===== src/rtl/core/cfmu_pkg.sv =====
// ----------------------------------------------------------------------------
// cfmu_pkg
// Shared types, constants and saturation helpers of the contact unit.
// ----------------------------------------------------------------------------
package cfmu_pkg;

	localparam int FRAC_BITS    = 16;
	localparam int MAX_VERTICES = 1024;
	localparam int VTX_W        = 10;
	localparam int MUL_A_W      = 48;
	localparam int MUL_B_W      = 34;
	localparam int MUL_P_W      = 82;
	localparam int MUL_CNT_W    = 6;
	localparam int SQ_W         = 64;
	localparam int ROOT_W       = 33;
	localparam int FMAX_W       = 47;
	localparam int QUO_W        = 32;
	localparam int IN_W         = 248;
	localparam int OUT_W        = 288;
	localparam int CFG_IDX_W    = 3;
	localparam int CFG_DATA_W   = 32;

	typedef enum logic [CFG_IDX_W-1:0] {
		REG_OWNER    = 3'd0,
		REG_CONTACTX = 3'd1,
		REG_CONTACTY = 3'd2,
		REG_CONTACTZ = 3'd3,
		REG_NORMALX  = 3'd4,
		REG_NORMALY  = 3'd5,
		REG_NORMALZ  = 3'd6,
		REG_FRICTION = 3'd7
	} reg_idx_t;

	localparam logic KIND_GRAD   = 1'b0;
	localparam logic KIND_UPDATE = 1'b1;

	// sequencer step numbers, one product per step
	localparam logic [4:0] STEP_SEP   = 5'd0;
	localparam logic [4:0] STEP_VN    = 5'd3;
	localparam logic [4:0] STEP_TAN   = 5'd6;
	localparam logic [4:0] STEP_RHOC  = 5'd9;
	localparam logic [4:0] STEP_RT    = 5'd10;
	localparam logic [4:0] STEP_GRAD  = 5'd13;
	localparam logic [4:0] STEP_SQ    = 5'd16;
	localparam logic [4:0] STEP_FMU   = 5'd19;
	localparam logic [4:0] STEP_SCALE = 5'd20;

	typedef enum logic [5:0] {
		ST_IDLE = 6'b000001,
		ST_MUL  = 6'b000010,
		ST_SQRT = 6'b000100,
		ST_DIV  = 6'b001000,
		ST_FIN  = 6'b010000,
		ST_OUT  = 6'b100000
	} state_t;

	typedef struct packed {
		logic start;
		logic done;
	} hs_t;

	function automatic logic signed [31:0] sat32(input logic signed [65:0] x);
		if (x > 66'sd2147483647)
			return 32'h7fffffff;
		else if (x < -66'sd2147483648)
			return 32'h80000000;
		return 32'(x);
	endfunction

	function automatic logic [30:0] sat31u(input logic signed [65:0] x);
		if (x > 66'sd2147483647)
			return 31'h7fffffff;
		else if (x < 66'sd0)
			return 31'd0;
		return 31'(x);
	endfunction

endpackage


===== src/rtl/core/cfmu_mul.sv =====
// ----------------------------------------------------------------------------
// cfmu_mul
// Bit-serial signed multiplier, one multiplier bit per cycle.
// ----------------------------------------------------------------------------
module cfmu_mul (
	input  logic                                  clk,
	input  logic                                  arst_n,
	input  logic                                  start,
	input  logic signed [cfmu_pkg::MUL_A_W-1:0]   a,
	input  logic signed [cfmu_pkg::MUL_B_W-1:0]   b,
	output logic                                  done,
	output logic signed [cfmu_pkg::MUL_P_W-1:0]   p
);

	logic signed [cfmu_pkg::MUL_A_W:0]   hi_q;
	logic        [cfmu_pkg::MUL_B_W-1:0] lo_q;
	logic signed [cfmu_pkg::MUL_A_W-1:0] a_q;
	logic        [cfmu_pkg::MUL_CNT_W-1:0] cnt_q;
	logic                                busy_q;
	logic                                done_q;
	logic signed [cfmu_pkg::MUL_A_W+1:0] addend;
	logic signed [cfmu_pkg::MUL_A_W+1:0] sum;
	logic                                last;
	logic [cfmu_pkg::MUL_A_W+cfmu_pkg::MUL_B_W:0] prod;

	assign last = (cnt_q == cfmu_pkg::MUL_CNT_W'(cfmu_pkg::MUL_B_W - 1));

	always_comb begin
		if (!lo_q[0])
			addend = '0;
		else if (last)
			addend = -(cfmu_pkg::MUL_A_W+2)'(a_q);
		else
			addend = (cfmu_pkg::MUL_A_W+2)'(a_q);
		sum = (cfmu_pkg::MUL_A_W+2)'(hi_q) + addend;
	end

	always_ff @(posedge clk or negedge arst_n) begin
		if (!arst_n) begin
			busy_q <= 1'b0;
			done_q <= 1'b0;
			cnt_q  <= '0;
		end else begin
			done_q <= 1'b0;
			if (start) begin
				busy_q <= 1'b1;
				cnt_q  <= '0;
			end else if (busy_q) begin
				cnt_q <= cnt_q + 1'b1;
				if (last) begin
					busy_q <= 1'b0;
					done_q <= 1'b1;
				end
			end
		end
	end

	always_ff @(posedge clk) begin
		if (start) begin
			hi_q <= '0;
			lo_q <= b;
			a_q  <= a;
		end else if (busy_q) begin
			hi_q <= sum[cfmu_pkg::MUL_A_W+1:1];
			lo_q <= {sum[0], lo_q[cfmu_pkg::MUL_B_W-1:1]};
		end
	end

	assign prod = {hi_q, lo_q};
	assign p    = prod[cfmu_pkg::MUL_P_W-1:0];
	assign done = done_q;

endmodule


===== src/rtl/core/cfmu_sqrt.sv =====
// ----------------------------------------------------------------------------
// cfmu_sqrt
// Integer square root of a 64-bit value, one root bit per cycle.
// ----------------------------------------------------------------------------
module cfmu_sqrt (
	input  logic                              clk,
	input  logic                              arst_n,
	input  cfmu_pkg::hs_t                     ctl_in,
	output cfmu_pkg::hs_t                     ctl_out,
	input  logic [cfmu_pkg::SQ_W-1:0]         x,
	output logic [cfmu_pkg::ROOT_W-1:0]       root
);

	logic [cfmu_pkg::SQ_W-1:0] x_q;
	logic [cfmu_pkg::SQ_W-1:0] r_q;
	logic [cfmu_pkg::SQ_W-1:0] bit_q;
	logic [cfmu_pkg::SQ_W-1:0] trial;
	logic [4:0]                cnt_q;
	logic                      busy_q;
	logic                      done_q;

	assign trial = r_q + bit_q;

	always_ff @(posedge clk or negedge arst_n) begin
		if (!arst_n) begin
			busy_q <= 1'b0;
			done_q <= 1'b0;
			cnt_q  <= '0;
		end else begin
			done_q <= 1'b0;
			if (ctl_in.start) begin
				busy_q <= 1'b1;
				cnt_q  <= '0;
			end else if (busy_q) begin
				cnt_q <= cnt_q + 1'b1;
				if (&cnt_q) begin
					busy_q <= 1'b0;
					done_q <= 1'b1;
				end
			end
		end
	end

	always_ff @(posedge clk) begin
		if (ctl_in.start) begin
			x_q   <= x;
			r_q   <= '0;
			bit_q <= cfmu_pkg::SQ_W'(1) << (cfmu_pkg::SQ_W - 2);
		end else if (busy_q) begin
			if (x_q >= trial) begin
				x_q <= x_q - trial;
				r_q <= (r_q >> 1) + bit_q;
			end else begin
				r_q <= r_q >> 1;
			end
			bit_q <= bit_q >> 2;
		end
	end

	assign ctl_out.start = 1'b0;
	assign ctl_out.done  = done_q;
	assign root          = r_q[cfmu_pkg::ROOT_W-1:0];

endmodule


===== src/rtl/core/cfmu_div.sv =====
// ----------------------------------------------------------------------------
// cfmu_div
// Restoring divider, one quotient bit per cycle; quotient known below 2^32.
// ----------------------------------------------------------------------------
module cfmu_div (
	input  logic                              clk,
	input  logic                              arst_n,
	input  cfmu_pkg::hs_t                     ctl_in,
	output cfmu_pkg::hs_t                     ctl_out,
	input  logic [cfmu_pkg::SQ_W-1:0]         dividend,
	input  logic [cfmu_pkg::ROOT_W-1:0]       divisor,
	output logic [cfmu_pkg::QUO_W-1:0]        quotient
);

	logic [cfmu_pkg::ROOT_W-1:0] rem_q;
	logic [cfmu_pkg::QUO_W-1:0]  dq_q;
	logic [cfmu_pkg::ROOT_W-1:0] dv_q;
	logic [cfmu_pkg::ROOT_W:0]   t;
	logic                        ge;
	logic [4:0]                  cnt_q;
	logic                        busy_q;
	logic                        done_q;

	assign t  = {rem_q, dq_q[cfmu_pkg::QUO_W-1]};
	assign ge = (t >= {1'b0, dv_q});

	always_ff @(posedge clk or negedge arst_n) begin
		if (!arst_n) begin
			busy_q <= 1'b0;
			done_q <= 1'b0;
			cnt_q  <= '0;
		end else begin
			done_q <= 1'b0;
			if (ctl_in.start) begin
				busy_q <= 1'b1;
				cnt_q  <= '0;
			end else if (busy_q) begin
				cnt_q <= cnt_q + 1'b1;
				if (&cnt_q) begin
					busy_q <= 1'b0;
					done_q <= 1'b1;
				end
			end
		end
	end

	always_ff @(posedge clk) begin
		if (ctl_in.start) begin
			rem_q <= cfmu_pkg::ROOT_W'(dividend[cfmu_pkg::SQ_W-1:cfmu_pkg::QUO_W]);
			dq_q  <= dividend[cfmu_pkg::QUO_W-1:0];
			dv_q  <= divisor;
		end else if (busy_q) begin
			rem_q <= ge ? cfmu_pkg::ROOT_W'(t - {1'b0, dv_q}) : t[cfmu_pkg::ROOT_W-1:0];
			dq_q  <= {dq_q[cfmu_pkg::QUO_W-2:0], ge};
		end
	end

	assign ctl_out.start = 1'b0;
	assign ctl_out.done  = done_q;
	assign quotient      = dq_q;

endmodule


===== src/rtl/core/contact_friction_multiplier_unit.sv =====
// ----------------------------------------------------------------------------
// contact_friction_multiplier_unit
// Contact constraint with Coulomb friction, Q16.16, sequenced over a shared
// bit-serial multiplier, a serial square root and a serial divider.
// ----------------------------------------------------------------------------
// channel | dir | handshake          | payload
// s_      | in  | s_tvalid/s_tready  | s_tdata (query word), s_tuser (kind)
// m_      | out | m_tvalid/m_tready  | m_tdata (result word)
// cfg_    | in  | cfg_we             | cfg_index, cfg_wdata
//
// Products run in the shared bit-serial multiplier, roots and divides in their serial units.
// Kind 0 ends early for another vertex or an inactive contact; kind 1 runs
// longer when the cone scaling runs; an absent vertex skips the arithmetic.
// One word in flight; the next is taken while a result waits in m_tdata.
// Reset clears the multipliers and loads the register defaults.
// ----------------------------------------------------------------------------
module contact_friction_multiplier_unit (
	input  logic                                clk,
	input  logic                                arst_n,
	input  logic                                s_tvalid,
	output logic                                s_tready,
	// vertex_index, vertex_present, pos_x/y/z, vel_x/y/z, penalty, time_step
	input  logic [cfmu_pkg::IN_W-1:0]           s_tdata,
	// kind
	input  logic                                s_tuser,
	output logic                                m_tvalid,
	input  logic                                m_tready,
	// grad_x/y/z, diag_add, is_active, normal_mult, tangent_mult_x/y/z,
	// penetration
	output logic [cfmu_pkg::OUT_W-1:0]          m_tdata,
	input  logic                                cfg_we,
	input  logic [cfmu_pkg::CFG_IDX_W-1:0]      cfg_index,
	input  logic [cfmu_pkg::CFG_DATA_W-1:0]     cfg_wdata
);

	cfmu_pkg::state_t state_q;
	logic [4:0]  pc_q;
	logic [1:0]  idx;
	logic        kind_q;
	logic [9:0]  vidx_q;
	logic        pres_q;
	logic signed [31:0] pos_q [3];
	logic signed [31:0] vel_q [3];
	logic [30:0] rho_q;
	logic [11:0] dt_q;

	logic [9:0]         owner_q;
	logic signed [31:0] cp_q [3];
	logic signed [17:0] n_q [3];
	logic [30:0]        mu_q;

	logic signed [31:0] ln_s;
	logic [30:0]        ln_q;
	logic signed [31:0] tm_q [3];

	logic signed [53:0] acc_q;
	logic signed [53:0] acc_nx;
	logic signed [31:0] c_q;
	logic signed [31:0] vn_q;
	logic signed [31:0] t_q [3];
	logic signed [31:0] psi_q;
	logic signed [31:0] grad_q [3];
	logic        diag_en_q;
	logic        active_q;
	logic [30:0] pen_q;
	logic [63:0] sq_q;
	logic [cfmu_pkg::FMAX_W-1:0] fmax_q;
	logic        pres_in;
	logic        take;
	logic [31:0] mag;
	logic [28:0] rho_t;
	logic [32:0] diag_sum;
	logic [30:0] diag;

	logic                                 mul_go_q;
	logic                                 mul_done;
	logic signed [cfmu_pkg::MUL_A_W-1:0]  mul_a;
	logic signed [cfmu_pkg::MUL_B_W-1:0]  mul_b;
	logic signed [cfmu_pkg::MUL_P_W-1:0]  mul_p;
	logic signed [65:0]                   ps;
	logic signed [31:0]                   c_nx;

	cfmu_pkg::hs_t sqrt_in, sqrt_out, div_in, div_out;
	logic [cfmu_pkg::ROOT_W-1:0] root;
	logic [cfmu_pkg::QUO_W-1:0]  quo;
	logic                        sqrt_go_q;
	logic                        div_go_q;
	logic                        out_v_q;
	logic [cfmu_pkg::OUT_W-1:0]  out_q;

	assign s_tready = (state_q == cfmu_pkg::ST_IDLE);
	assign take     = s_tvalid && s_tready;
	assign pres_in  = s_tdata[10] && ({1'b0, owner_q} < 11'(cfmu_pkg::MAX_VERTICES));
	assign rho_t    = rho_q[30:2];
	assign ln_s     = 32'(ln_q);
	assign ps       = 66'(mul_p >>> cfmu_pkg::FRAC_BITS);
	assign acc_nx   = acc_q + 54'(mul_p);
	assign c_nx     = cfmu_pkg::sat32(66'(acc_nx >>> cfmu_pkg::FRAC_BITS));
	assign diag_sum = 33'(rho_q) + 33'(rho_t) + 33'(rho_t) + 33'(rho_t);
	assign diag     = diag_sum[32:31] != 2'b00 ? 31'h7fffffff : diag_sum[30:0];

	always_comb begin
		case (pc_q) inside
			[cfmu_pkg::STEP_SEP:cfmu_pkg::STEP_SEP+5'd2]:     idx = 2'(pc_q - cfmu_pkg::STEP_SEP);
			[cfmu_pkg::STEP_VN:cfmu_pkg::STEP_VN+5'd2]:       idx = 2'(pc_q - cfmu_pkg::STEP_VN);
			[cfmu_pkg::STEP_TAN:cfmu_pkg::STEP_TAN+5'd2]:     idx = 2'(pc_q - cfmu_pkg::STEP_TAN);
			[cfmu_pkg::STEP_RT:cfmu_pkg::STEP_RT+5'd2]:       idx = 2'(pc_q - cfmu_pkg::STEP_RT);
			[cfmu_pkg::STEP_GRAD:cfmu_pkg::STEP_GRAD+5'd2]:   idx = 2'(pc_q - cfmu_pkg::STEP_GRAD);
			[cfmu_pkg::STEP_SQ:cfmu_pkg::STEP_SQ+5'd2]:       idx = 2'(pc_q - cfmu_pkg::STEP_SQ);
			[cfmu_pkg::STEP_SCALE:cfmu_pkg::STEP_SCALE+5'd2]: idx = 2'(pc_q - cfmu_pkg::STEP_SCALE);
			default:                                          idx = 2'd0;
		endcase
	end

	always_comb begin
		if (tm_q[idx] < 0)
			mag = 32'(-tm_q[idx]);
		else
			mag = 32'(tm_q[idx]);
	end

	always_comb begin
		mul_a = '0;
		mul_b = '0;
		case (pc_q) inside
			[cfmu_pkg::STEP_SEP:cfmu_pkg::STEP_SEP+5'd2]: begin
				mul_a = 48'(n_q[idx]);
				mul_b = 34'(pos_q[idx]) - 34'(cp_q[idx]);
			end
			[cfmu_pkg::STEP_VN:cfmu_pkg::STEP_VN+5'd2]: begin
				mul_a = 48'(vel_q[idx]);
				mul_b = 34'(n_q[idx]);
			end
			[cfmu_pkg::STEP_TAN:cfmu_pkg::STEP_TAN+5'd2]: begin
				mul_a = 48'(vn_q);
				mul_b = 34'(n_q[idx]);
			end
			cfmu_pkg::STEP_RHOC: begin
				mul_a = 48'(c_q);
				mul_b = 34'(rho_q);
			end
			[cfmu_pkg::STEP_RT:cfmu_pkg::STEP_RT+5'd2]: begin
				mul_a = 48'(t_q[idx]);
				mul_b = 34'(rho_t);
			end
			[cfmu_pkg::STEP_GRAD:cfmu_pkg::STEP_GRAD+5'd2]: begin
				if (kind_q == cfmu_pkg::KIND_GRAD) begin
					mul_a = 48'(psi_q);
					mul_b = 34'(n_q[idx]);
				end else begin
					mul_a = 48'(t_q[idx]);
					mul_b = 34'(dt_q);
				end
			end
			[cfmu_pkg::STEP_SQ:cfmu_pkg::STEP_SQ+5'd2]: begin
				mul_a = 48'(tm_q[idx]);
				mul_b = 34'(tm_q[idx]);
			end
			cfmu_pkg::STEP_FMU: begin
				mul_a = 48'(ln_q);
				mul_b = 34'(mu_q);
			end
			[cfmu_pkg::STEP_SCALE:cfmu_pkg::STEP_SCALE+5'd2]: begin
				mul_a = 48'(fmax_q);
				mul_b = 34'(mag);
			end
			default: begin
				mul_a = '0;
				mul_b = '0;
			end
		endcase
	end

	cfmu_mul u_mul (
		.clk    (clk),
		.arst_n (arst_n),
		.start  (mul_go_q),
		.a      (mul_a),
		.b      (mul_b),
		.done   (mul_done),
		.p      (mul_p)
	);

	assign sqrt_in.start = sqrt_go_q;
	assign sqrt_in.done  = 1'b0;
	assign div_in.start  = div_go_q;
	assign div_in.done   = 1'b0;

	cfmu_sqrt u_sqrt (
		.clk     (clk),
		.arst_n  (arst_n),
		.ctl_in  (sqrt_in),
		.ctl_out (sqrt_out),
		.x       (sq_q),
		.root    (root)
	);

	cfmu_div u_div (
		.clk      (clk),
		.arst_n   (arst_n),
		.ctl_in   (div_in),
		.ctl_out  (div_out),
		.dividend (mul_p[63:0]),
		.divisor  (root),
		.quotient (quo)
	);

	// configuration
	always_ff @(posedge clk or negedge arst_n) begin
		if (!arst_n) begin
			owner_q <= '0;
			cp_q[0] <= '0;
			cp_q[1] <= '0;
			cp_q[2] <= '0;
			n_q[0]  <= '0;
			n_q[1]  <= 18'sd65536;
			n_q[2]  <= '0;
			mu_q    <= '0;
		end else if (cfg_we) begin
			case (cfmu_pkg::reg_idx_t'(cfg_index))
				cfmu_pkg::REG_OWNER:    owner_q <= cfg_wdata[9:0];
				cfmu_pkg::REG_CONTACTX: cp_q[0] <= cfg_wdata;
				cfmu_pkg::REG_CONTACTY: cp_q[1] <= cfg_wdata;
				cfmu_pkg::REG_CONTACTZ: cp_q[2] <= cfg_wdata;
				cfmu_pkg::REG_NORMALX:  n_q[0]  <= cfg_wdata[17:0];
				cfmu_pkg::REG_NORMALY:  n_q[1]  <= cfg_wdata[17:0];
				cfmu_pkg::REG_NORMALZ:  n_q[2]  <= cfg_wdata[17:0];
				cfmu_pkg::REG_FRICTION: mu_q    <= cfg_wdata[30:0];
				default: ;
			endcase
		end
	end

	// sequencer and multiplier state
	always_ff @(posedge clk or negedge arst_n) begin
		if (!arst_n) begin
			state_q   <= cfmu_pkg::ST_IDLE;
			pc_q      <= '0;
			mul_go_q  <= 1'b0;
			sqrt_go_q <= 1'b0;
			div_go_q  <= 1'b0;
			ln_q      <= '0;
			tm_q[0]   <= '0;
			tm_q[1]   <= '0;
			tm_q[2]   <= '0;
			out_v_q   <= 1'b0;
		end else begin
			mul_go_q  <= 1'b0;
			sqrt_go_q <= 1'b0;
			div_go_q  <= 1'b0;
			if (out_v_q && m_tready)
				out_v_q <= 1'b0;
			case (state_q)
				cfmu_pkg::ST_IDLE: begin
					if (take) begin
						pc_q <= cfmu_pkg::STEP_SEP;
						if (pres_in) begin
							mul_go_q <= 1'b1;
							state_q  <= cfmu_pkg::ST_MUL;
						end else begin
							state_q <= cfmu_pkg::ST_FIN;
						end
					end
				end
				cfmu_pkg::ST_MUL: begin
					if (mul_done) begin
						case (pc_q) inside
							cfmu_pkg::STEP_RHOC: begin
								if (kind_q == cfmu_pkg::KIND_UPDATE)
									ln_q <= cfmu_pkg::sat31u(66'(ln_s) + ps);
							end
							[cfmu_pkg::STEP_GRAD:cfmu_pkg::STEP_GRAD+5'd2]: begin
								if (kind_q == cfmu_pkg::KIND_UPDATE)
									tm_q[idx] <= cfmu_pkg::sat32(66'(tm_q[idx]) + ps);
							end
							default: ;
						endcase
						if (pc_q == cfmu_pkg::STEP_TAN + 5'd2 && kind_q == cfmu_pkg::KIND_GRAD
						    && !(vidx_q == owner_q && active_q)) begin
							state_q <= cfmu_pkg::ST_FIN;
						end else if (pc_q == cfmu_pkg::STEP_GRAD + 5'd2
						             && kind_q == cfmu_pkg::KIND_GRAD) begin
							state_q <= cfmu_pkg::ST_FIN;
						end else if (pc_q == cfmu_pkg::STEP_FMU) begin
							sqrt_go_q <= 1'b1;
							state_q   <= cfmu_pkg::ST_SQRT;
						end else if (pc_q >= cfmu_pkg::STEP_SCALE) begin
							div_go_q <= 1'b1;
							state_q  <= cfmu_pkg::ST_DIV;
						end else begin
							pc_q     <= pc_q + 1'b1;
							mul_go_q <= 1'b1;
						end
					end
				end
				cfmu_pkg::ST_SQRT: begin
					if (sqrt_out.done) begin
						if (cfmu_pkg::FMAX_W'(root) > fmax_q) begin
							pc_q     <= cfmu_pkg::STEP_SCALE;
							mul_go_q <= 1'b1;
							state_q  <= cfmu_pkg::ST_MUL;
						end else begin
							state_q <= cfmu_pkg::ST_FIN;
						end
					end
				end
				cfmu_pkg::ST_DIV: begin
					if (div_out.done) begin
						tm_q[idx] <= (tm_q[idx] < 0) ? -32'(quo) : 32'(quo);
						if (pc_q == cfmu_pkg::STEP_SCALE + 5'd2) begin
							state_q <= cfmu_pkg::ST_FIN;
						end else begin
							pc_q     <= pc_q + 1'b1;
							mul_go_q <= 1'b1;
							state_q  <= cfmu_pkg::ST_MUL;
						end
					end
				end
				cfmu_pkg::ST_FIN: begin
					if (ln_q == '0) begin
						tm_q[0] <= '0;
						tm_q[1] <= '0;
						tm_q[2] <= '0;
					end
					state_q <= cfmu_pkg::ST_OUT;
				end
				cfmu_pkg::ST_OUT: begin
					if (!out_v_q || m_tready) begin
						out_v_q <= 1'b1;
						state_q <= cfmu_pkg::ST_IDLE;
					end
				end
				default: state_q <= cfmu_pkg::ST_IDLE;
			endcase
		end
	end

	// datapath registers
	always_ff @(posedge clk) begin
		if (take) begin
			kind_q    <= s_tuser;
			vidx_q    <= s_tdata[9:0];
			pres_q    <= pres_in;
			pos_q[0]  <= s_tdata[42:11];
			pos_q[1]  <= s_tdata[74:43];
			pos_q[2]  <= s_tdata[106:75];
			vel_q[0]  <= s_tdata[138:107];
			vel_q[1]  <= s_tdata[170:139];
			vel_q[2]  <= s_tdata[202:171];
			rho_q     <= s_tdata[233:203];
			dt_q      <= s_tdata[245:234];
			acc_q     <= '0;
			sq_q      <= '0;
			grad_q[0] <= '0;
			grad_q[1] <= '0;
			grad_q[2] <= '0;
			diag_en_q <= 1'b0;
		end else if (state_q == cfmu_pkg::ST_MUL && mul_done) begin
			case (pc_q) inside
				[cfmu_pkg::STEP_SEP:cfmu_pkg::STEP_SEP+5'd2],
				[cfmu_pkg::STEP_VN:cfmu_pkg::STEP_VN+5'd2]: begin
					acc_q <= acc_nx;
					if (pc_q == cfmu_pkg::STEP_SEP + 5'd2) begin
						acc_q    <= '0;
						c_q      <= c_nx;
						active_q <= (c_nx < 0) || (ln_q != '0);
						pen_q    <= cfmu_pkg::sat31u(-66'(c_nx));
					end
					if (pc_q == cfmu_pkg::STEP_VN + 5'd2)
						vn_q <= c_nx;
				end
				[cfmu_pkg::STEP_TAN:cfmu_pkg::STEP_TAN+5'd2]: begin
					t_q[idx] <= cfmu_pkg::sat32(66'(vel_q[idx]) - ps);
					if (pc_q == cfmu_pkg::STEP_TAN + 5'd2)
						diag_en_q <= (kind_q == cfmu_pkg::KIND_GRAD) && (vidx_q == owner_q)
						             && active_q;
				end
				cfmu_pkg::STEP_RHOC: begin
					psi_q <= cfmu_pkg::sat32(66'(ln_s) + ps);
				end
				[cfmu_pkg::STEP_RT:cfmu_pkg::STEP_RT+5'd2]: begin
					if (kind_q == cfmu_pkg::KIND_GRAD)
						t_q[idx] <= cfmu_pkg::sat32(66'(tm_q[idx]) + ps);
					else
						t_q[idx] <= cfmu_pkg::sat32(ps);
				end
				[cfmu_pkg::STEP_GRAD:cfmu_pkg::STEP_GRAD+5'd2]: begin
					if (kind_q == cfmu_pkg::KIND_GRAD)
						grad_q[idx] <= cfmu_pkg::sat32(ps + 66'(t_q[idx]));
				end
				[cfmu_pkg::STEP_SQ:cfmu_pkg::STEP_SQ+5'd2]: begin
					sq_q <= sq_q + mul_p[63:0];
				end
				cfmu_pkg::STEP_FMU: begin
					fmax_q <= ps[cfmu_pkg::FMAX_W-1:0];
				end
				default: ;
			endcase
		end
	end

	// result word
	always_ff @(posedge clk) begin
		if (state_q == cfmu_pkg::ST_OUT && (!out_v_q || m_tready)) begin
			out_q <= {2'b00,
			          pres_q ? pen_q : 31'd0,
			          tm_q[2], tm_q[1], tm_q[0],
			          ln_q,
			          pres_q && active_q,
			          diag_en_q ? diag : 31'd0,
			          grad_q[2], grad_q[1], grad_q[0]};
		end
	end

	assign m_tvalid = out_v_q;
	assign m_tdata  = out_q;

endmodule


===== config.mk =====
export PLATFORM = sky130hd
export DESIGN_NAME = contact_friction_multiplier_unit
export DESIGN_NICKNAME = d
export VERILOG_FILES = /design/src/rtl/core/cfmu_pkg.sv /design/src/rtl/core/cfmu_mul.sv /design/src/rtl/core/cfmu_sqrt.sv /design/src/rtl/core/cfmu_div.sv /design/src/rtl/core/contact_friction_multiplier_unit.sv
export SDC_FILE = /design/constraint.sdc
export NUM_CORES = 2
export LEC_CHECK = 0
export BUFFER_PORTS_ARGS = -buffer_cell sky130_fd_sc_hd__buf_2
export CAP_MARGIN = 20
export CORE_ASPECT_RATIO = 0.6
export CORE_UTILIZATION = 60
export CTS_CLUSTER_SIZE = 14
export DETAILED_ROUTE_END_ITERATION = 7
export PLACE_DENSITY = 0.79
export SKIP_CTS_REPAIR_TIMING = 1
export SYNTH_ARGS = -nofsm -noshare
export SYNTH_HDL_FRONTEND = slang
export SYNTH_SLANG_ARGS = --single-unit

===== constraint.sdc =====
create_clock -name clk -period 19.19 [get_ports clk]
set_input_delay 2.8785 -clock clk [delete_from_list [all_inputs] [get_ports clk]]
set_output_delay 2.8785 -clock clk [all_outputs]
set_load 0.01 [all_outputs]

# Word-level counts from Yosys, hierarchy flattened
# Memory sizes are Yosys's and may differ from the RTL's. A register that Yosys moved wholly into a read port is not among the register bits.
# Index checks and enable logic that the tools add are counted.
dict set report word_totals {
  ff_bits 1379
  ramBits 384
  in_bits 289
  out_inout_bits 290
  elab_cells 519
  memories 4
}
# name words word_bits rd rd_ports_with_merged_regs write_ports line_no
set mem_list {}
lappend mem_list {grad_q 3 32 3 3 3 contact_friction_multiplier_unit.sv:62} ;# logic signed [31:0] grad_q [3];
lappend mem_list {pos_q 3 32 1 0 3 contact_friction_multiplier_unit.sv:42} ;# logic signed [31:0] pos_q [3];
lappend mem_list {t_q 3 32 1 0 1 contact_friction_multiplier_unit.sv:60} ;# logic signed [31:0] t_q [3];
lappend mem_list {vel_q 3 32 1 0 3 contact_friction_multiplier_unit.sv:43} ;# logic signed [31:0] vel_q [3];
dict set report classes {
  n_addsub 29
  magnitude_cmp 36
  n_eq_ne 38
  muxes 290
  n_bitwise 11
  reduce_logical 57
}
# cell count
set op_table {}
lappend op_table {{$mux W32} 65}
lappend op_table {{$mux W96} 6}
lappend op_table {{$mux W48} 9}
lappend op_table {{$gt A66 B32 Y1 const B} 6}
lappend op_table {{$mux W34} 11}
lappend op_table {{$lt A66 B32 Y1 const B} 5}
lappend op_table {{$pmux W96 S3} 1}
lappend op_table {{$mux W64} 4}
lappend op_table {{$mux W31} 7}
lappend op_table {{$bwmux W96} 2}
lappend op_table {{$mux W1} 135}
lappend op_table {{$add A32 B66 Y66} 2}
lappend op_table {{$lt A66 B1 Y1 const B} 2}
lappend op_table {{$bmux W32 S2} 2}
lappend op_table {{$mux W50} 2}
lappend op_table {{$mux W5} 17}
lappend op_table {{$add A66 B32 Y66} 1}
lappend op_table {{$mux W6} 11}
lappend op_table {{$neg A32 Y66} 1}
lappend op_table {{$sub A32 B66 Y66} 1}
lappend op_table {{$add A63 B63 Y64} 1}
lappend op_table {{$add A64 B63 Y64} 1}
lappend op_table {{$add A64 B64 Y64} 1}
lappend op_table {{$demux W32 S2} 1}
lappend op_table {{other kinds (78)} 167}

# Depth between registers and ports, before layout
dict set report depth {
  ltp_word 34
  ltp_mapped 38
  mapped_depth_nobuf 33
}

# Cells and area by module
# A second synthesis with hierarchy kept.
dict set report hier_totals {
  hier_cells 12041
  area_unflattened_um2 115024.1
}
# mod n_inst cells_per_inst area_per_inst_um2 seq_area_each_um2
set by_module_without_submodules {}
lappend by_module_without_submodules {contact_friction_multiplier_unit 1 8469 83281.1 37743.7}
lappend by_module_without_submodules {cfmu_sqrt 1 1974 15549.9 4018.9}
lappend by_module_without_submodules {cfmu_mul 1 1016 9618.0 3643.5}
lappend by_module_without_submodules {cfmu_div 1 582 6575.1 3108.0}

# Worst setup path before layout
# Ideal clock, no wire load.
dict set report synth_timing {
  path_type {input -> register}
  startpoint {in m_tready}
  endpoint {reg out_q (netlist bit m_tdata[0]), read port of grad_q (enable)}
  setup_time_ns 0.969
  arrival_time_ns 15.529
  required_time_ns 18.221
  setup_slack_ns 2.693
  path_stages 2
  path_buffers 0
  cell_sequence {nand2b_1 nor2b_1}
}
dict set report synth_between {
  elab_chain_len 2
}
# element line_no
set synth_rtl {}
lappend synth_rtl {{start: declaration} contact_friction_multiplier_unit.sv:27} ;# input logic m_tready,
lappend synth_rtl {{$logic_or A1 B1 Y1} contact_friction_multiplier_unit.sv:404} ;# if (state_q == cfmu_pkg::ST_OUT && (!out_v_q || m_tready)) begin
lappend synth_rtl {{$logic_and A1 B1 Y1} contact_friction_multiplier_unit.sv:404}
lappend synth_rtl {{end: declaration} contact_friction_multiplier_unit.sv:89} ;# logic [cfmu_pkg::OUT_W-1:0] out_q;
# Every way passes these cells.
# A chain may end at the register's enable or synchronous reset.

# Worst setup path in the final report
dict set report layout_timing {
  startpoint {reg pc_q[1]}
  endpoint {mem t_q[2][27] (data pin)}
}
dict set report layout_between {
  elab_chain_len 34
  elab_cells_between_ends 93
  cone_classes {8 x add/sub; 18 x order compare; 1 x eq/ne; 56 x mux; 1 x bitwise; 8 x reduce/logical; 1 x memory}
}
# element line_no
set layout_rtl {}
lappend layout_rtl {{start: declaration} contact_friction_multiplier_unit.sv:37} ;# logic [4:0] pc_q;
lappend layout_rtl {{start signal: assignment} contact_friction_multiplier_unit.sv:256} ;# pc_q <= cfmu_pkg::STEP_SEP;
lappend layout_rtl {{start signal: assignment} contact_friction_multiplier_unit.sv:291} ;# pc_q <= pc_q + 1'b1;
lappend layout_rtl {{start signal: assignment} contact_friction_multiplier_unit.sv:299} ;# pc_q <= cfmu_pkg::STEP_SCALE;
lappend layout_rtl {{$ge A5 B5 Y1 / $le A5 B5 Y1 (equally long branches)} --}
lappend layout_rtl {{$logic_and A1 B1 Y1 (no source line)} --}
lappend layout_rtl {{$mux W2 (7 in series)} contact_friction_multiplier_unit.sv:103} ;# case (pc_q) inside
lappend layout_rtl {{$not A2 Y3 (implied by the code)} contact_friction_multiplier_unit.sv:383} ;# t_q[idx] <= cfmu_pkg::sat32(66'(tm_q[idx]) + ps);
lappend layout_rtl {{$bmux W32 S2} contact_friction_multiplier_unit.sv:383}
lappend layout_rtl {{$mux W32 (implied by the code) (2 in series)} contact_friction_multiplier_unit.sv:383}
lappend layout_rtl {{$add A32 B66 Y66} contact_friction_multiplier_unit.sv:383}
lappend layout_rtl {{$lt A66 B32 Y1} cfmu_pkg.sv:65} ;# else if (x < -66'sd2147483648)
lappend layout_rtl {{[8 not listed]} --}
lappend layout_rtl {{$mux W1} contact_friction_multiplier_unit.sv:340} ;# if (take) begin
lappend layout_rtl {{$mux W32} cfmu_pkg.sv:67} ;# return 32'(x);
lappend layout_rtl {{$mux W32} contact_friction_multiplier_unit.sv:382} ;# if (kind_q == cfmu_pkg::KIND_GRAD)
lappend layout_rtl {{$mux W32 (4 in series)} contact_friction_multiplier_unit.sv:359} ;# case (pc_q) inside
lappend layout_rtl {{$mux W32} contact_friction_multiplier_unit.sv:358} ;# end else if (state_q == cfmu_pkg::ST_MUL && mul_done) begin
lappend layout_rtl {{$mux W32} contact_friction_multiplier_unit.sv:340}
lappend layout_rtl {{$mux W32 (no source line)} --}
lappend layout_rtl {{$mux W32 (no source line) (*)} --}
lappend layout_rtl {{end: declaration} contact_friction_multiplier_unit.sv:60}
# Every way passes the cells marked *; elsewhere a longest branch is shown, timed or not. The select of a mux whose other input is x is not followed.

==> run summary <==
The share of async-settable or async-resettable flops after synthesis was 20.1%; the routed wire length per instance was 29.3 um. Setup repair after global routing left no endpoint under its margin. Data arrives at the worst endpoint at 12.67 ns. The number of enable-type register cells in the synthesized netlist came out at 1,143.

At the later pin of the worst-skew pair, clock insertion delay measures 0.88 ns. At the end of routability-driven placement, the weighted congestion stood at 1.07. Summed over all layers, the global routing overflow is 0. The number of top-level pins was 579.

The largest clock skew in the final design is 0.0735 ns. For the number of H-tree levels, the log shows 4. The standard-cell row count is 121, and the vertical die dimension is 334 um. The maximum number of pins on one net before global-route repair is 159. The average cell area after synthesis is 9.64 sq um. The worst setup path is captured at a flop.

At the end of the flow, the number of nets in the layout was 12,900. The run gives 40 as the initial antenna violation count. Derived from the worst setup path, the maximum achievable clock frequency is 82.7 MHz. The tools report the final count of hold timing violations as 0. At the worst endpoint, the required time is 19.77 ns.

The mapped netlist covers 110,000 sq um. Counting distinct cell types in the post-synthesis netlist gives 123. The run gives 14,100 as the number of placed instances with taps included. The run finished, with violations left.

The buffer depth of the longest clock path is 4. The instance count of the mapped netlist was 11,400. The number of pins exceeding their max-slew limit in the final report came out at 0.

TritonCTS built the clock tree. The wire-length estimate of the detail-placed layout is 316 mm. Fraction of the yosys area taken by sequential cells: 44.1%.

The die is 555 um wide. In the final layout, the share of cells above drive strength 1 is 12.5%. After clock tree synthesis, the clock-pin slew on the worst setup and hold paths is 0.06 ns. Most frequently used flop master after synthesis: sky130_fd_sc_hd__edfxtp_1.

In this run the worst path has a maximum fanout of 58. For the final wirelength, the log shows 424 mm. The launching element type of the critical path was a flop.

The tightest min-delay check is of the reg2reg type. For this run, the detailed router's first-pass iteration total came to 7. In this run the standard cell core region covers 182,000 sq um. In the final layout, the multi-input gates occupy 58,200 sq um.

In this design, the stage delay of the slowest critical-path cell is 0.75 ns. The initial utilization of the core area, before any placement, comes to 60.5%. Setup violations remaining at the end of the flow were counted as 0.

The smallest clock period supported by the final layout is computed as 12.09 ns. For this block, the initial DRC count from the detailed router was 16,600. The run gives 607 mm as the global-route wire length before repair.

The count of nets left with antenna violations once routing finished came out at 0. Excluding fillers, the count of instances in the completed layout stands at 14,500. At the pin with the least slew margin, the transition time is 1.32 ns. The logs give 100,000 for the via count of the routed design and 48,500 sq um for the area used by sequential logic in the layout. The standard cell with the maximum stage delay on the critical path was sky130_fd_sc_hd__dfrtp_1.

The tool flagged a number of max-cap violations equal to 0. For the final routed database, the setup TNS stands at 0 ns. The fraction of the cycle the final worst path needs is 63.0%. The critical path is of the reg2reg type.

Buffers inserted during clock tree synthesis total 176. Clock tree root driver cell: sky130_fd_sc_hd__clkbuf_16. The final reports fail on design-rule violations.

The number of synthesis warnings is 0, and the total of buffers placed on input and output ports is 574. By instance count, the cell type seen most on the critical path is sky130_fd_sc_hd__buf_4. The die covers 185,000 sq um.

Relative to the synthesized area, the layout overhead comes to 10.8%. The via count of the first global-routing pass is 90,700, and the filler cell count in the final layout is 13,900. The via-per-instance ratio was 6.91.

Synthesis inferred 1,763 register bits. The number of clock sinks is 1,763, and the tightest slew margin relative to the limit is 11.5%. For this run, design rule violations remaining after detail routing come to 2. The total routing usage reported by global routing is 44.3%.
-- state kept, by name, indices dropped and copies added, names as in the netlist, 33 cells and up, named ones only --
register,flops
u_mul.lo_q,34
u_div.rem_q,33
pos_q,96
u_mul.hi_q,49
u_sqrt.x_q,64
t_q,96
fmax_q,47
sq_q,64
u_sqrt.r_q,64
u_mul.a_q,48
grad_q,96
m_tdata,286
vel_q,96
n_q,54
u_div.dv_q,33
acc_q,54
cp_q,96
-- cell usage in the layout, fill, tap and decap left out, types with 200 or more instances in the layout --
cell type,count
sky130_fd_sc_hd__edfxtp_1,1143
sky130_fd_sc_hd__buf_4,234
sky130_fd_sc_hd__nor2_1,967
sky130_fd_sc_hd__a21oi_1,1118
sky130_fd_sc_hd__mux2_2,231
sky130_fd_sc_hd__o21ai_0,636
sky130_fd_sc_hd__a31oi_1,227
sky130_fd_sc_hd__ha_1,668
sky130_fd_sc_hd__xnor2_1,402
sky130_fd_sc_hd__xor2_1,276
sky130_fd_sc_hd__inv_1,370
sky130_fd_sc_hd__nand3_1,200
sky130_fd_sc_hd__nand2_1,1124
sky130_fd_sc_hd__a21o_1,344
sky130_fd_sc_hd__buf_2,575
sky130_fd_sc_hd__dfxtp_1,263
sky130_fd_sc_hd__dfrtp_1,348
-- critical path, delay by kind of cell, from the launching register on --
family	cells	cell delay (ns)
compound gates	15	4.78
buf+inv	7	2.88
simple gates	7	1.98
fa+ha+maj	3	0.99
flops	1	0.75
mux	1	0.31
-- cell families (layout without fill, tap and decap cells) --
kind of cell               Yosys count  count (layout)  synth area share, %
and+or+nand+nor                   3399            3399                 14.4
AOI/OAI and AO/OA                 3587            3587                 21.0
DFF                               1763            1763                 44.1
muxes                              360             360                 3.54
buffers and inverters              917            1514                 3.25
adders and majority gates          708             708                 8.32
xor gates and xnor gates           679             679                 5.40
other                                1              30              0.00341
-- synth_stat cells, types with 99 or more instances --
library cell | instances | share of area, %
sky130_fd_sc_hd__dfxtp_1 | 265 | 4.8
sky130_fd_sc_hd__mux2_2 | 231 | 2.4
sky130_fd_sc_hd__nand2_1 | 1125 | 3.8
sky130_fd_sc_hd__nor2_1 | 975 | 3.3
sky130_fd_sc_hd__nor3_1 | 186 | 0.85
sky130_fd_sc_hd__dfrtp_1 | 353 | 8.0
sky130_fd_sc_hd__a31oi_1 | 229 | 1.3
sky130_fd_sc_hd__and2_1 | 104 | 0.59
sky130_fd_sc_hd__ha_1 | 668 | 7.6
sky130_fd_sc_hd__a22oi_1 | 133 | 0.91
sky130_fd_sc_hd__o21ai_0 | 637 | 2.9
sky130_fd_sc_hd__nand4_1 | 111 | 0.63
sky130_fd_sc_hd__a21oi_1 | 1122 | 5.1
sky130_fd_sc_hd__xor2_1 | 276 | 2.2
sky130_fd_sc_hd__mux2i_1 | 128 | 1.2
sky130_fd_sc_hd__a211oi_1 | 198 | 1.4
sky130_fd_sc_hd__o21a_1 | 140 | 0.95
sky130_fd_sc_hd__xnor2_1 | 403 | 3.2
sky130_fd_sc_hd__a21o_1 | 345 | 2.4
sky130_fd_sc_hd__nand2b_1 | 107 | 0.61
sky130_fd_sc_hd__and3_1 | 99 | 0.56
sky130_fd_sc_hd__edfxtp_1 | 1143 | 31
sky130_fd_sc_hd__inv_1 | 370 | 1.3
sky130_fd_sc_hd__nor2b_1 | 125 | 0.71
sky130_fd_sc_hd__nand3_1 | 204 | 0.93
sky130_fd_sc_hd__clkbuf_1 | 413 | 1.4
-- layer usage --
| metal | global-route usage (%) | vias to the layer above | wire length [um] |
|---|---|---|---|
| met5 | 0.749 | - | 459 |
| met4 | 20.0 | 40 | 22700 |
| met3 | 17.2 | 1292 | 68600 |
| met2 | 59.1 | 7674 | 164000 |
| met1 | 62.9 | 47800 | 169000 |
| li1 | - | 43400 | - |
-- final timing paths --
path	startpoint	endpoint	slack [ns]	cells past startpoint
worst min-delay path	grad_q[2][10]	m_tdata[74]	0.41	0
max in group asynchronous	arst_n	n_q[22]	14.85	4
worst max register to register	pc_q[1]	t_q[2][27]	7.10	33
worst max-delay path	pc_q[1]	t_q[2][27]	7.10	33
min in group asynchronous	arst_n	u_mul.cnt_q[4]	1.99	1
worst min register to register	grad_q[2][10]	m_tdata[74]	0.41	0
-- cell type report --
cell class	count	share of cell area [%]
Multi-Input combinational cell	8735	47.8
Sequential cell	1763	39.8
Clock buffer	255	4.14
Timing Repair Buffer	819	3.96
Tap cell	2460	2.52
Inverter	377	1.17
Clock inverter	63	0.598
Antenna cell	28	0.0575
-- metrics by stage --
stage | instance area, sq um | utilization (%) | setup WS [ns] | hold slack [ns]
finish | 122000 | 67.1 | 7.10 | 0.409
global route | 122000 | 67.0 | 6.77 | 0.408
CTS | 122000 | 67.0 | 7.63 | 0.415
detailed placement | 116000 | 63.8 | 7.74 | 0.405
global placement | 116000 | 63.7 | 7.76 | 0.403
floorplan | 110000 | - | 2.69 | 0.400
Power is left out: the tool's default activity adds up to more than one toggle a clock period on the data nets, which glitch-free logic cannot reach.
